### src/rtl/core/radius_query_point_table_unit_defines.svh
// Assertion macros shared by the point table RTL.
`ifndef RADIUS_QUERY_POINT_TABLE_UNIT_DEFINES_SVH
`define RADIUS_QUERY_POINT_TABLE_UNIT_DEFINES_SVH

// The consequent must hold in the same cycle as the antecedent.
`define RQPT_ASSERT_IMP(label, pre, post, msg) \
   label: assert property (@(posedge clock) disable iff (reset) (pre) |-> (post)) \
      else $error(msg);

// The consequent must hold in the cycle after the antecedent.
`define RQPT_ASSERT_NXT(label, pre, post, msg) \
   label: assert property (@(posedge clock) disable iff (reset) (pre) |=> (post)) \
      else $error(msg);

`endif

### src/rtl/core/rqpt_pkg.sv
// Shared constants, codes and types of the point table.
package rqpt_pkg;

   localparam int CAPACITY   = 32;
   localparam int KEY_BITS   = 32;
   localparam int COORD_BITS = 16;

   localparam int IDX_BITS   = (CAPACITY > 1) ? $clog2(CAPACITY) : 1;
   localparam int CNT_BITS   = $clog2(CAPACITY + 1);
   localparam int RAD_BITS   = COORD_BITS + 1;
   localparam int DIFF_BITS  = COORD_BITS + 1;
   localparam int SQ_BITS    = 2 * DIFF_BITS;
   localparam int ENTRY_BITS = KEY_BITS + 2 * COORD_BITS;

   typedef logic [IDX_BITS-1:0]          idx_type;
   typedef logic [CNT_BITS-1:0]          count_type;
   typedef logic signed [DIFF_BITS-1:0]  diff_type;
   typedef logic [1:0]                   status_type;
   typedef logic [2:0]                   op_type;

   localparam count_type CAP_COUNT = count_type'(CAPACITY);

   localparam op_type OP_INSERT = 3'd0;
   localparam op_type OP_UPDATE = 3'd1;
   localparam op_type OP_REMOVE = 3'd2;
   localparam op_type OP_CLEAR  = 3'd3;
   localparam op_type OP_QUERY  = 3'd4;

   localparam status_type STATUS_OK        = 2'd0;
   localparam status_type STATUS_NOT_FOUND = 2'd1;
   localparam status_type STATUS_FULL      = 2'd2;
   localparam status_type STATUS_NO_MATCH  = 2'd3;

   typedef struct packed {
      logic [KEY_BITS-1:0]          key;
      logic signed [COORD_BITS-1:0] x;
      logic signed [COORD_BITS-1:0] y;
   } entry_type;

   // An entry read from the table on its way into the match pipeline.
   typedef struct packed {
      logic    valid;
      idx_type idx;
   } stage_type;

   // Outcome for one entry at the end of the match pipeline.
   typedef struct packed {
      logic                valid;
      logic                busy;
      idx_type             idx;
      logic [KEY_BITS-1:0] key;
      logic                key_hit;
      logic                in_range;
   } dec_type;

endpackage

### src/rtl/core/rqpt_ram.sv
// Simple dual-port synchronous RAM with a registered read port.
module rqpt_ram #(
   parameter int WIDTH = 64,
   parameter int DEPTH = 32,
   localparam int ADDR_BITS = (DEPTH > 1) ? $clog2(DEPTH) : 1
) (
   input  logic                 clock,
   input  logic                 wr_en,
   input  logic [ADDR_BITS-1:0] wr_addr,
   input  logic [WIDTH-1:0]     wr_data,
   input  logic                 rd_en,
   input  logic [ADDR_BITS-1:0] rd_addr,
   output logic [WIDTH-1:0]     rd_data
);

   logic [WIDTH-1:0] ram_ff [DEPTH];
   logic [WIDTH-1:0] rd_data_ff;

   always_ff @(posedge clock) begin
      if (wr_en) begin
         ram_ff[wr_addr] <= wr_data;
      end
   end

   // The read data holds while no read is issued, so a stalled scan keeps its entry.
   always_ff @(posedge clock) begin
      if (rd_en) begin
         rd_data_ff <= ram_ff[rd_addr];
      end
   end

   assign rd_data = rd_data_ff;

endmodule

### src/rtl/core/rqpt_match.sv
// Match pipeline: key compare and squared distance test for one entry per cycle while adv is high.
module rqpt_match (
   input  logic                                 clock,
   input  logic                                 reset,
   input  logic                                 adv,
   input  logic                                 flush,
   input  rqpt_pkg::stage_type                  s1,
   input  rqpt_pkg::entry_type                  entry,
   input  logic [rqpt_pkg::KEY_BITS-1:0]        qry_key,
   input  logic signed [rqpt_pkg::COORD_BITS-1:0] qry_x,
   input  logic signed [rqpt_pkg::COORD_BITS-1:0] qry_y,
   input  logic [rqpt_pkg::SQ_BITS-1:0]         r2,
   output rqpt_pkg::dec_type                    dec
);

   logic                                v2_ff;
   logic                                v3_ff;
   rqpt_pkg::idx_type                   idx2_ff;
   rqpt_pkg::idx_type                   idx3_ff;
   logic [rqpt_pkg::KEY_BITS-1:0]       key2_ff;
   logic [rqpt_pkg::KEY_BITS-1:0]       key3_ff;
   logic                                hit2_ff;
   logic                                hit3_ff;
   rqpt_pkg::diff_type                  dx_ff;
   rqpt_pkg::diff_type                  dy_ff;
   logic [rqpt_pkg::SQ_BITS-1:0]        sqx_ff;
   logic [rqpt_pkg::SQ_BITS-1:0]        sqy_ff;
   logic signed [rqpt_pkg::SQ_BITS-1:0] prod_x;
   logic signed [rqpt_pkg::SQ_BITS-1:0] prod_y;
   logic [rqpt_pkg::SQ_BITS:0]          dist_sum;

   always_ff @(posedge clock) begin
      if (reset || flush) begin
         v2_ff <= 1'b0;
         v3_ff <= 1'b0;
      end else if (adv) begin
         v2_ff <= s1.valid;
         v3_ff <= v2_ff;
      end
   end

   always_ff @(posedge clock) begin
      if (adv) begin
         idx2_ff <= s1.idx;
         key2_ff <= entry.key;
         hit2_ff <= (entry.key == qry_key);
         dx_ff   <= rqpt_pkg::diff_type'(entry.x) - rqpt_pkg::diff_type'(qry_x);
         dy_ff   <= rqpt_pkg::diff_type'(entry.y) - rqpt_pkg::diff_type'(qry_y);
         idx3_ff <= idx2_ff;
         key3_ff <= key2_ff;
         hit3_ff <= hit2_ff;
         sqx_ff  <= prod_x;
         sqy_ff  <= prod_y;
      end
   end

   assign prod_x   = dx_ff * dx_ff;
   assign prod_y   = dy_ff * dy_ff;
   assign dist_sum = {1'b0, sqx_ff} + {1'b0, sqy_ff};

   always_comb begin
      dec.valid    = v3_ff;
      dec.busy     = v2_ff || v3_ff;
      dec.idx      = idx3_ff;
      dec.key      = key3_ff;
      dec.key_hit  = hit3_ff;
      dec.in_range = (dist_sum <= {1'b0, r2});
   end

endmodule

### src/rtl/core/radius_query_point_table_unit.sv
// Ordered point table with insert, update, remove, clear and radius query.
//
//  channel | dir | handshake           | payload
//  req     | in  | req_valid/req_stall | req_op, req_key, req_pos_x, req_pos_y, req_radius
//  rsp     | out | rsp_valid/rsp_stall | rsp_found_key, rsp_status, rsp_last
//
// Insert and clear go straight to the done state; no new request is taken until the response is pushed.
// A scan reads one entry a cycle through the single RAM read port while no held query match
// stalls it; an update that finds its key writes it back, and a removal that finds it shifts
// the later entries down in the shift state before it responds.
// Reset clears the entry count; the table contents are left as they are.
// While the output register is stalled, a query holding a second match pauses its scan.
module radius_query_point_table_unit (
   input  logic                                   clock,
   input  logic                                   reset,
   input  logic                                   req_valid,
   output logic                                   req_stall,
   input  rqpt_pkg::op_type                       req_op,
   input  logic [rqpt_pkg::KEY_BITS-1:0]          req_key,
   input  logic signed [rqpt_pkg::COORD_BITS-1:0] req_pos_x,
   input  logic signed [rqpt_pkg::COORD_BITS-1:0] req_pos_y,
   input  logic [rqpt_pkg::RAD_BITS-1:0]          req_radius,
   output logic                                   rsp_valid,
   input  logic                                   rsp_stall,
   output logic [rqpt_pkg::KEY_BITS-1:0]          rsp_found_key,
   output rqpt_pkg::status_type                   rsp_status,
   output logic                                   rsp_last
);

`include "radius_query_point_table_unit_defines.svh"

   typedef enum logic [3:0] {
      ST_IDLE  = 4'b0001,
      ST_SCAN  = 4'b0010,
      ST_SHIFT = 4'b0100,
      ST_DONE  = 4'b1000
   } state_type;

   state_type                             state_ff, state_in;
   rqpt_pkg::op_type                      op_ff;
   logic [rqpt_pkg::KEY_BITS-1:0]         key_ff;
   logic signed [rqpt_pkg::COORD_BITS-1:0] px_ff;
   logic signed [rqpt_pkg::COORD_BITS-1:0] py_ff;
   logic [rqpt_pkg::RAD_BITS-1:0]         rad_ff;
   logic [rqpt_pkg::SQ_BITS-1:0]          r2_ff;
   rqpt_pkg::count_type                   count_ff, count_in;
   rqpt_pkg::count_type                   issue_ff, issue_in;
   rqpt_pkg::stage_type                   s1_ff, s1_in;
   logic                                  pend_valid_ff, pend_valid_in;
   logic [rqpt_pkg::KEY_BITS-1:0]         pend_key_ff, pend_key_in;
   logic [rqpt_pkg::KEY_BITS-1:0]         fin_key_ff, fin_key_in;
   rqpt_pkg::status_type                  fin_status_ff, fin_status_in;
   logic                                  rsp_valid_ff;
   logic [rqpt_pkg::KEY_BITS-1:0]         rsp_key_ff;
   rqpt_pkg::status_type                  rsp_status_ff;
   logic                                  rsp_last_ff;

   logic                                  accept;
   logic                                  accept_query;
   logic                                  out_free;
   logic                                  push;
   logic [rqpt_pkg::KEY_BITS-1:0]         push_key;
   rqpt_pkg::status_type                  push_status;
   logic                                  push_last;
   logic                                  adv;
   logic                                  flush;
   logic                                  issue;
   logic                                  wr_en;
   rqpt_pkg::idx_type                     wr_addr;
   rqpt_pkg::entry_type                   wr_data;
   rqpt_pkg::entry_type                   rd_entry;
   rqpt_pkg::stage_type                   s1_scan;
   rqpt_pkg::dec_type                     dec;

   assign req_stall    = (state_ff != ST_IDLE);
   assign accept       = req_valid && !req_stall;
   assign accept_query = accept && (req_op == rqpt_pkg::OP_QUERY);
   assign out_free     = !rsp_valid_ff || !rsp_stall;

   always_comb begin
      state_in      = state_ff;
      count_in      = count_ff;
      issue_in      = issue_ff;
      s1_in         = s1_ff;
      pend_valid_in = pend_valid_ff;
      pend_key_in   = pend_key_ff;
      fin_key_in    = fin_key_ff;
      fin_status_in = fin_status_ff;
      push          = 1'b0;
      push_key      = '0;
      push_status   = rqpt_pkg::STATUS_OK;
      push_last     = 1'b0;
      adv           = 1'b1;
      flush         = 1'b0;
      issue         = 1'b0;
      wr_en         = 1'b0;
      wr_addr       = '0;
      wr_data       = '0;

      case (state_ff)
         ST_IDLE: begin
            if (accept) begin
               fin_key_in    = '0;
               fin_status_in = rqpt_pkg::STATUS_OK;
               issue_in      = '0;
               pend_valid_in = 1'b0;
               case (req_op)
                  rqpt_pkg::OP_INSERT: begin
                     if (count_ff < rqpt_pkg::CAP_COUNT) begin
                        wr_en    = 1'b1;
                        wr_addr  = count_ff[rqpt_pkg::IDX_BITS-1:0];
                        wr_data  = {req_key, req_pos_x, req_pos_y};
                        count_in = count_ff + 1'b1;
                     end else begin
                        fin_status_in = rqpt_pkg::STATUS_FULL;
                     end
                     state_in = ST_DONE;
                  end
                  rqpt_pkg::OP_UPDATE, rqpt_pkg::OP_REMOVE, rqpt_pkg::OP_QUERY: begin
                     state_in = ST_SCAN;
                  end
                  rqpt_pkg::OP_CLEAR: begin
                     count_in = '0;
                     state_in = ST_DONE;
                  end
                  default: begin
                     // Unused operation codes are dropped without a response.
                     state_in = ST_IDLE;
                  end
               endcase
            end
         end

         ST_SCAN: begin
            if (dec.valid && (op_ff != rqpt_pkg::OP_QUERY) && dec.key_hit) begin
               // First matching key: drop the entries still in flight behind it.
               flush          = 1'b1;
               s1_in.valid    = 1'b0;
               if (op_ff == rqpt_pkg::OP_UPDATE) begin
                  wr_en    = 1'b1;
                  wr_addr  = dec.idx;
                  wr_data  = {key_ff, px_ff, py_ff};
                  state_in = ST_DONE;
               end else begin
                  issue_in = rqpt_pkg::count_type'(dec.idx) + 1'b1;
                  state_in = ST_SHIFT;
               end
            end else begin
               // One match is always held back so that the final one can carry last.
               if (dec.valid && (op_ff == rqpt_pkg::OP_QUERY) && dec.in_range) begin
                  if (!pend_valid_ff) begin
                     pend_valid_in = 1'b1;
                     pend_key_in   = dec.key;
                  end else if (out_free) begin
                     push        = 1'b1;
                     push_key    = pend_key_ff;
                     push_status = rqpt_pkg::STATUS_OK;
                     push_last   = 1'b0;
                     pend_key_in = dec.key;
                  end else begin
                     adv = 1'b0;
                  end
               end
               if (adv) begin
                  issue       = (issue_ff < count_ff);
                  s1_in.valid = issue;
                  s1_in.idx   = issue_ff[rqpt_pkg::IDX_BITS-1:0];
                  if (issue) begin
                     issue_in = issue_ff + 1'b1;
                  end
               end
               if (!issue && !s1_ff.valid && !dec.busy) begin
                  if (op_ff == rqpt_pkg::OP_QUERY) begin
                     fin_key_in    = pend_valid_ff ? pend_key_ff : '0;
                     fin_status_in = pend_valid_ff ? rqpt_pkg::STATUS_OK
                                                   : rqpt_pkg::STATUS_NO_MATCH;
                     pend_valid_in = 1'b0;
                  end else begin
                     fin_status_in = rqpt_pkg::STATUS_NOT_FOUND;
                  end
                  state_in = ST_DONE;
               end
            end
         end

         ST_SHIFT: begin
            // Read entry i while entry i - 2 receives entry i - 1, read the cycle before.
            issue       = (issue_ff < count_ff);
            s1_in.valid = issue;
            s1_in.idx   = issue_ff[rqpt_pkg::IDX_BITS-1:0];
            if (issue) begin
               issue_in = issue_ff + 1'b1;
            end
            if (s1_ff.valid) begin
               wr_en   = 1'b1;
               wr_addr = s1_ff.idx - 1'b1;
               wr_data = rd_entry;
            end
            if (!issue && !s1_ff.valid) begin
               count_in = count_ff - 1'b1;
               state_in = ST_DONE;
            end
         end

         ST_DONE: begin
            if (out_free) begin
               push        = 1'b1;
               push_key    = fin_key_ff;
               push_status = fin_status_ff;
               push_last   = 1'b1;
               state_in    = ST_IDLE;
            end
         end

         default: begin
            state_in = ST_IDLE;
         end
      endcase
   end

   always_ff @(posedge clock) begin
      if (reset) begin
         state_ff      <= ST_IDLE;
         count_ff      <= '0;
         issue_ff      <= '0;
         s1_ff         <= '0;
         pend_valid_ff <= 1'b0;
         fin_status_ff <= rqpt_pkg::STATUS_OK;
      end else begin
         state_ff      <= state_in;
         count_ff      <= count_in;
         issue_ff      <= issue_in;
         s1_ff         <= s1_in;
         pend_valid_ff <= pend_valid_in;
         fin_status_ff <= fin_status_in;
      end
   end

   always_ff @(posedge clock) begin
      if (accept) begin
         op_ff  <= req_op;
         key_ff <= req_key;
         px_ff  <= req_pos_x;
         py_ff  <= req_pos_y;
         rad_ff <= req_radius;
      end
      r2_ff       <= rqpt_pkg::SQ_BITS'(rad_ff) * rqpt_pkg::SQ_BITS'(rad_ff);
      pend_key_ff <= pend_key_in;
      fin_key_ff  <= fin_key_in;
   end

   always_ff @(posedge clock) begin
      if (reset) begin
         rsp_valid_ff <= 1'b0;
      end else if (push) begin
         rsp_valid_ff <= 1'b1;
      end else if (!rsp_stall) begin
         rsp_valid_ff <= 1'b0;
      end
   end

   always_ff @(posedge clock) begin
      if (push) begin
         rsp_key_ff    <= push_key;
         rsp_status_ff <= push_status;
         rsp_last_ff   <= push_last;
      end
   end

   assign rsp_valid     = rsp_valid_ff;
   assign rsp_found_key = rsp_key_ff;
   assign rsp_status    = rsp_status_ff;
   assign rsp_last      = rsp_last_ff;

   assign s1_scan.valid = s1_ff.valid && (state_ff == ST_SCAN);
   assign s1_scan.idx   = s1_ff.idx;

   rqpt_ram #(
      .WIDTH (rqpt_pkg::ENTRY_BITS),
      .DEPTH (rqpt_pkg::CAPACITY)
   ) u_ram (
      .clock   (clock),
      .wr_en   (wr_en),
      .wr_addr (wr_addr),
      .wr_data (wr_data),
      .rd_en   (issue),
      .rd_addr (issue_ff[rqpt_pkg::IDX_BITS-1:0]),
      .rd_data (rd_entry)
   );

   rqpt_match u_match (
      .clock   (clock),
      .reset   (reset),
      .adv     (adv),
      .flush   (flush),
      .s1      (s1_scan),
      .entry   (rd_entry),
      .qry_key (key_ff),
      .qry_x   (px_ff),
      .qry_y   (py_ff),
      .r2      (r2_ff),
      .dec     (dec)
   );

   `RQPT_ASSERT_IMP(a_count_bound, 1'b1, count_ff <= rqpt_pkg::CAP_COUNT, "count above capacity")
   `RQPT_ASSERT_IMP(a_push_free, push, out_free, "response overwritten while stalled")
   `RQPT_ASSERT_IMP(a_pend_scan, pend_valid_ff, state_ff == ST_SCAN, "held match outside a scan")
   `RQPT_ASSERT_NXT(a_query_start, accept_query, state_ff == ST_SCAN, "query did not start a scan")
   `RQPT_ASSERT_IMP(a_shift_count, state_ff == ST_SHIFT, count_ff != '0, "shift on an empty table")

endmodule
### config.mk
export PLATFORM = sky130hd
export DESIGN_NAME = radius_query_point_table_unit
export DESIGN_NICKNAME = d
export VERILOG_FILES = /design/src/rtl/core/rqpt_pkg.sv /design/src/rtl/core/rqpt_ram.sv /design/src/rtl/core/rqpt_match.sv /design/src/rtl/core/radius_query_point_table_unit.sv
export VERILOG_INCLUDE_DIRS = /design/src /design/src/rtl/core
export SDC_FILE = /design/constraint.sdc
export NUM_CORES = 2
export LEC_CHECK = 0
export ABC_AREA = 1
export BUFFER_PORTS_ARGS = -buffer_cell sky130_fd_sc_hd__buf_2
export CORE_MARGIN = 5
export CORE_UTILIZATION = 40
export DETAILED_ROUTE_END_ITERATION = 16
export HOLD_SLACK_MARGIN = 0.03
export PLACE_DENSITY = 0.62
export SYNTH_ARGS = -nofsm -noshare
export SYNTH_HDL_FRONTEND = slang
export SYNTH_SLANG_ARGS = --single-unit
### constraint.sdc
create_clock -name clock -period 21.5 [get_ports clock]
set_clock_uncertainty 0.1 [all_clocks]
set_input_delay 2.15 -clock clock [delete_from_list [all_inputs] [get_ports clock]]
set_output_delay 2.15 -clock clock [all_outputs]
set_load 0.01 [all_outputs]
* Yosys cells after proc, flatten, opt, wreduce, memory -nomap -nowiden *
Memory sizes are Yosys's and may differ from the RTL's. A register that Yosys moved wholly into a read port is not among the register bits.
Cells that the tools add are included.

storage, ports and cells
  flip-flop bits (word level) = 423
  RAM bits = 2048
  input bits = 88
  output and inout bits = 37
  word-level logic and storage cells = 204
  memories = 1

memories
  name          depth  width  read ports  clocked after memory_dff  write ports  RTL line        text
  u_ram.ram_ff  32     64     1           1                         1            rqpt_ram.sv:16  logic [WIDTH-1:0] ram_ff [DEPTH];

cells by class
  add/sub/neg operators = 8
  $mul = 3
  order comparisons = 3
  equal/unequal tests = 27
  muxes and demuxes = 94
  bitwise gates (word level) = 1
  reductions and logical operators = 36

operators with widths
  operator             count
  $mux 32              12
  $mux 64              6
  $pmux 64 s3          1
  $pmux 32 s2          2
  $mul 17x17->34       3
  $mux 6               9
  $pmux 6 s2           3
  $add 34x34->35       1
  $le 35x34->1         1
  $mux 5               7
  $sub 16x16->17       2
  $eq 32x32->1         1
  $mux 1               32
  $mux 4               6
  $pmux 6 s3           1
  $pmux 4 s4           1
  $reduce_and 4->1     4
  $ne 3x3->1 const B   5
  $pmux 5 s3           1
  $mux 2               7
  $ne 2x2->1 const B   7
  $add 6x1->6 const B  2
  $reduce_and 5->1     2
  $logic_and 1x1->1    9
  29 further kinds     47

* Logic depth before layout (Yosys ltp) *
  depth in word-level cells = 16
  depth in mapped cells = 34
  gate-level depth less buffers = 34

* Modules after synthesis *
Synthesis repeated with hierarchy kept, for this count alone.

second synthesis, totals
  cell total of the unflattened synthesis = 12257
  area total of the unflattened synthesis = 132948.8 um^2

modules (own cells, without submodules)
  module                         instances  cells each  area each (um^2)  seq. area each (um^2)
  rqpt_ram                       1          6768        83662.7           63420.8
  rqpt_match                     1          3358        30400.4           5325.1
  radius_query_point_table_unit  1          2131        18885.6           6676.4

* Worst setup path before layout *
OpenSTA, ideal clock, no wires.

  path type = input port to flip-flop
  from = input port req_valid
  to = memory u_ram.ram_ff[11][0], enable pin
  library setup time = 0.487 ns
  data arrival time = 9.704 ns
  data required time = 20.913 ns
  slack = 11.209 ns
  cell stages on the path = 6
  buffers on the path = 0
  path through = inv_1 -> nor2_1 -> nand3_1 -> o221ai_1 -> nand2_1 -> nor2_1

on the way
  word-level cells in the longest chain between the ends = 5
  elaborated cells between the ends (all ways) = 7

ends and longest elaborated chain
  element                       RTL line                              text
  start: declaration            radius_query_point_table_unit.sv:16   input logic req_valid,
  $logic_and 1x1->1 (*)         radius_query_point_table_unit.sv:76   assign accept = req_valid && !req_stall;
  net accept                    radius_query_point_table_unit.sv:58   logic accept;
  $mux 1                        radius_query_point_table_unit.sv:102  if (accept) begin
  $pmux 1 s3                    radius_query_point_table_unit.sv:100  case (state_ff)
  $mux 1                        rqpt_ram.sv:20                        if (wr_en) begin
  $mux 1 (implied by the code)  rqpt_ram.sv:21                        ram_ff[wr_addr] <= wr_data;
  end: declaration              rqpt_ram.sv:16

The timed path passes the listed nets; every way through them passes the cells marked *.

* Final worst setup path *
  from = register u_match.dx_ff[2]
  to = register u_match.sqx_ff[33] (netlist bit), data pin

on the way
  word-level cells in the longest chain between the ends = 1

ends and longest elaborated chain
  element                      RTL line          text
  start: declaration           rqpt_match.sv:24  rqpt_pkg::diff_type dx_ff;
  start signal: assignment     rqpt_match.sv:47  dx_ff <= rqpt_pkg::diff_type'(entry.x) - rqpt_pkg::diff_type'(qry_x);
  $mul 17x17->34               rqpt_match.sv:57  assign prod_x = dx_ff * dx_ff;
  net u_match.prod_x, one bit  rqpt_match.sv:28  logic signed [rqpt_pkg::SQ_BITS-1:0] prod_x;
  end signal: assignment       rqpt_match.sv:52  sqx_ff <= prod_x;
  end: declaration             rqpt_match.sv:26  logic [rqpt_pkg::SQ_BITS-1:0] sqx_ff;

The timed path passes the listed nets, and every way through them passes these cells.
A chain may end at the register's enable or synchronous reset.

==> flow_metrics.tcl <==
set metrics [dict create \
    ys_top_cells_by_area "edfxtp_1, fa_1, o21ai_0, inv_1, nor2_1" \
    required_ns 21.95 \
    min-delay-start "u_match.key2_ff[29]" \
    outcome "completed" \
    cap_violations 0 \
    cts_buffers 269 \
    drc_errors 0 \
    cts_sinks 2532 \
    mostFrequentLayoutCell "edfxtp_1" \
    regArea_sq_um 75400 \
    seq_area_frac_synth_pct 58.9 \
    die_area_sq_um 332000 \
    worstPathArrival_ns 7.26 \
    startpoint_type "flop" \
    nNetsFinal 11900 \
    synth_top_area_cell "edfxtp_1" \
    rsz0062_at_grt "false" \
    num_rows 207 \
    grt_pass1_wl_mm 534 \
    crit_type "reg -> reg" \
    synth.avg_cell_area_sq_um 11.9 \
    areaGrowthSynthToFinish_pct 10.8 \
    ys_seq_elements 2532 \
    cp_max_fo 18 \
    n_fill_cell 28500 \
    dp.cells 14600 \
    post_drt_via_cell_ratio 5.56 \
    drive_above_1_share_pct 7.25 \
    cts_buffer_depth 4 \
    postCtsSetupRepairBufs 0 \
    worstRegToRegCells 21 \
    core_area_sq_um 319000 \
    tightestPinTransition_ns 1.44 \
    fmax_mhz 147 \
    track_usage_pct 21.1 \
    die_y_microns 576 \
    start_util_pct 40.2 \
    die_width_microns 576 \
    netlist_area_sq_um 128000 \
    grt.overflow.total 0 \
    setup_violations 0 \
    hold_violations 0 \
    place_congestion 0.868 \
    clock_latency_ns 0.89 \
    post-route-min-period_ns 6.81 \
    ys_types 65 \
    fin_crit_sh_pct 31.7 \
    cts_max_level 5 \
    crit_path_end_kind "flop" \
    holdCritPathClass "reg -> reg" \
    synth.top_cell.area_share_pct 57.9 \
    cts_tree "built" \
    portBuffers 124 \
    reg2reg_slack_ns 14.69 \
    root_buffer "clkbuf_16" \
    synth_enable_flop_cells 2471 \
    fin_cells 15100 \
    fin_tns_setup_ns 0 \
    cts-hold-fix-buffers 0 \
    reg2reg_from "u_match.dx_ff[2]" \
    slew_viol_final 0 \
    multi_input_area_sq_um 45600 \
    worstHoldPathCells 0 \
    final_cell_mix "edfxtp_1, inv_1, nor2_1" \
    grt_max_degree 182 \
    vias 83900 \
    firstDrtPassIters 6 \
    io_pins 125 \
    min_to "u_match.key3_ff[29]" \
    first_iter_violations 9313 \
    grt_pass1_vias 82300 \
    synthFlopType "edfxtp_1" \
    clk_pin_slew_ns 0.07 \
    synthCells 10700 \
    drt.antenna.violating_nets 0 \
    reg2reg_to "u_match.sqx_ff[33]" \
    antenna_found_initial 17 \
    detailed_place_hpwl_mm 223 \
    drt-wirelength-per-cell_microns 23.8 \
    max_slew_margin_pct 3.69 \
    ys_warn_count 0 \
    syn_nets 12000 \
    post_cts_resized 0 \
    routed_wl_mm 360 \
    ys_async_sr_fraction_pct 0 \
]
[worst max-delay path by stage]
stage	slack [ns]	cells after the start	from	to
floorplan	11.21	6	req_valid	u_ram.ram_ff[11][0]
global placement	14.54	8	req_valid	u_ram.ram_ff[31][19]
detailed placement	14.38	8	req_valid	u_ram.ram_ff[29][11]
CTS	14.69	21	u_match.dx_ff[2]	u_match.sqx_ff[33]
global route	14.25	21	u_match.dx_ff[2]	u_match.sqx_ff[33]
finish	14.69	21	u_match.dx_ff[2]	u_match.sqx_ff[33]
[per-stage QoR]
step,worst slack [ns],hold WS [ns],utilization (%),cell area [sq um]
after floorplan,11.21,0.246,-,128000
after global placement,14.54,0.302,41.9,134000
after CTS,14.69,0.231,44.6,142000
after global routing,14.25,0.242,44.6,142000
final,14.69,0.229,44.6,142000
after detailed placement,14.38,0.305,41.9,134000
[layer usage]
layer  share of wire, %  wire [microns]  vias to the layer above  track usage, %
li1                   -               -                    37000               -
met1                 41          149000                    42500            30.3
met2                 46          165000                     3921            33.3
met3                9.6           34600                      545            3.61
met4                2.9           10400                        4            5.94
met5             0.0075              27                        -               0
[logic make-up after synthesis]
| kind of cell | synth area share [%] |
|---|---|
| and+or+nand+nor | 7.83 |
| DFF | 58.9 |
| AOI/OAI and AO/OA | 10.5 |
| buffers and inverters | 5.98 |
| adders and majority gates | 15.3 |
| xor gates and xnor gates | 1.50 |
[state kept, by name, summed over array words and instances (netlist names), 33 cells and up]
register	flops
u_ram.ram_ff	2048
u_ram.rd_data	64
r2_ff	33
u_match.sqx_ff	33
u_match.sqy_ff	33
[layout make-up]
cell class | instances | share of cell area [%]
clock inverters | 141 | 0.889
clock buffers | 319 | 4.96
well taps | 4180 | 3.68
inverters | 1451 | 3.86
diodes | 11 | 0.0194
multi-input cells | 6183 | 32.1
flip-flops and latches | 2532 | 53.1
repair buffers | 274 | 1.33
[worst max-delay path, stage by stage (launching register included)]
cell and delay, ns:
edfxtp_1 0.89, nand2_1 0.22, inv_1 0.17, fa_1 0.50, fa_1 0.63, inv_1 0.19, fa_1 0.53, inv_1 0.06
fa_1 0.53, inv_1 0.05, fa_1 0.47, inv_1 0.05, fa_1 0.43, ha_1 0.41, nand2_1 0.13, nor4_1 0.27
nand3_1 0.13, nand3_1 0.25, nand4_1 0.12, o211ai_1 0.16, a21oi_1 0.12, xor2_1 0.16
[cell usage after synthesis, drive strengths merged (35+ instances only)]
cell type and instances:
o21ai 1266, buf 87, o211ai 45, fa 737, edfxtp 2471, a21oi 226
dfxtp 61, o22ai 364, nor2 1339, o221ai 153, xnor2 94, xor2 126
nor3 41, nand3 116, nand2 958, a221oi 35, clkbuf 483, ha 391
a22oi 61, nand4 50, inv 1449
Power is not shown: default switching activity piles up to over one toggle a cycle in this logic, so the estimate is an artifact.
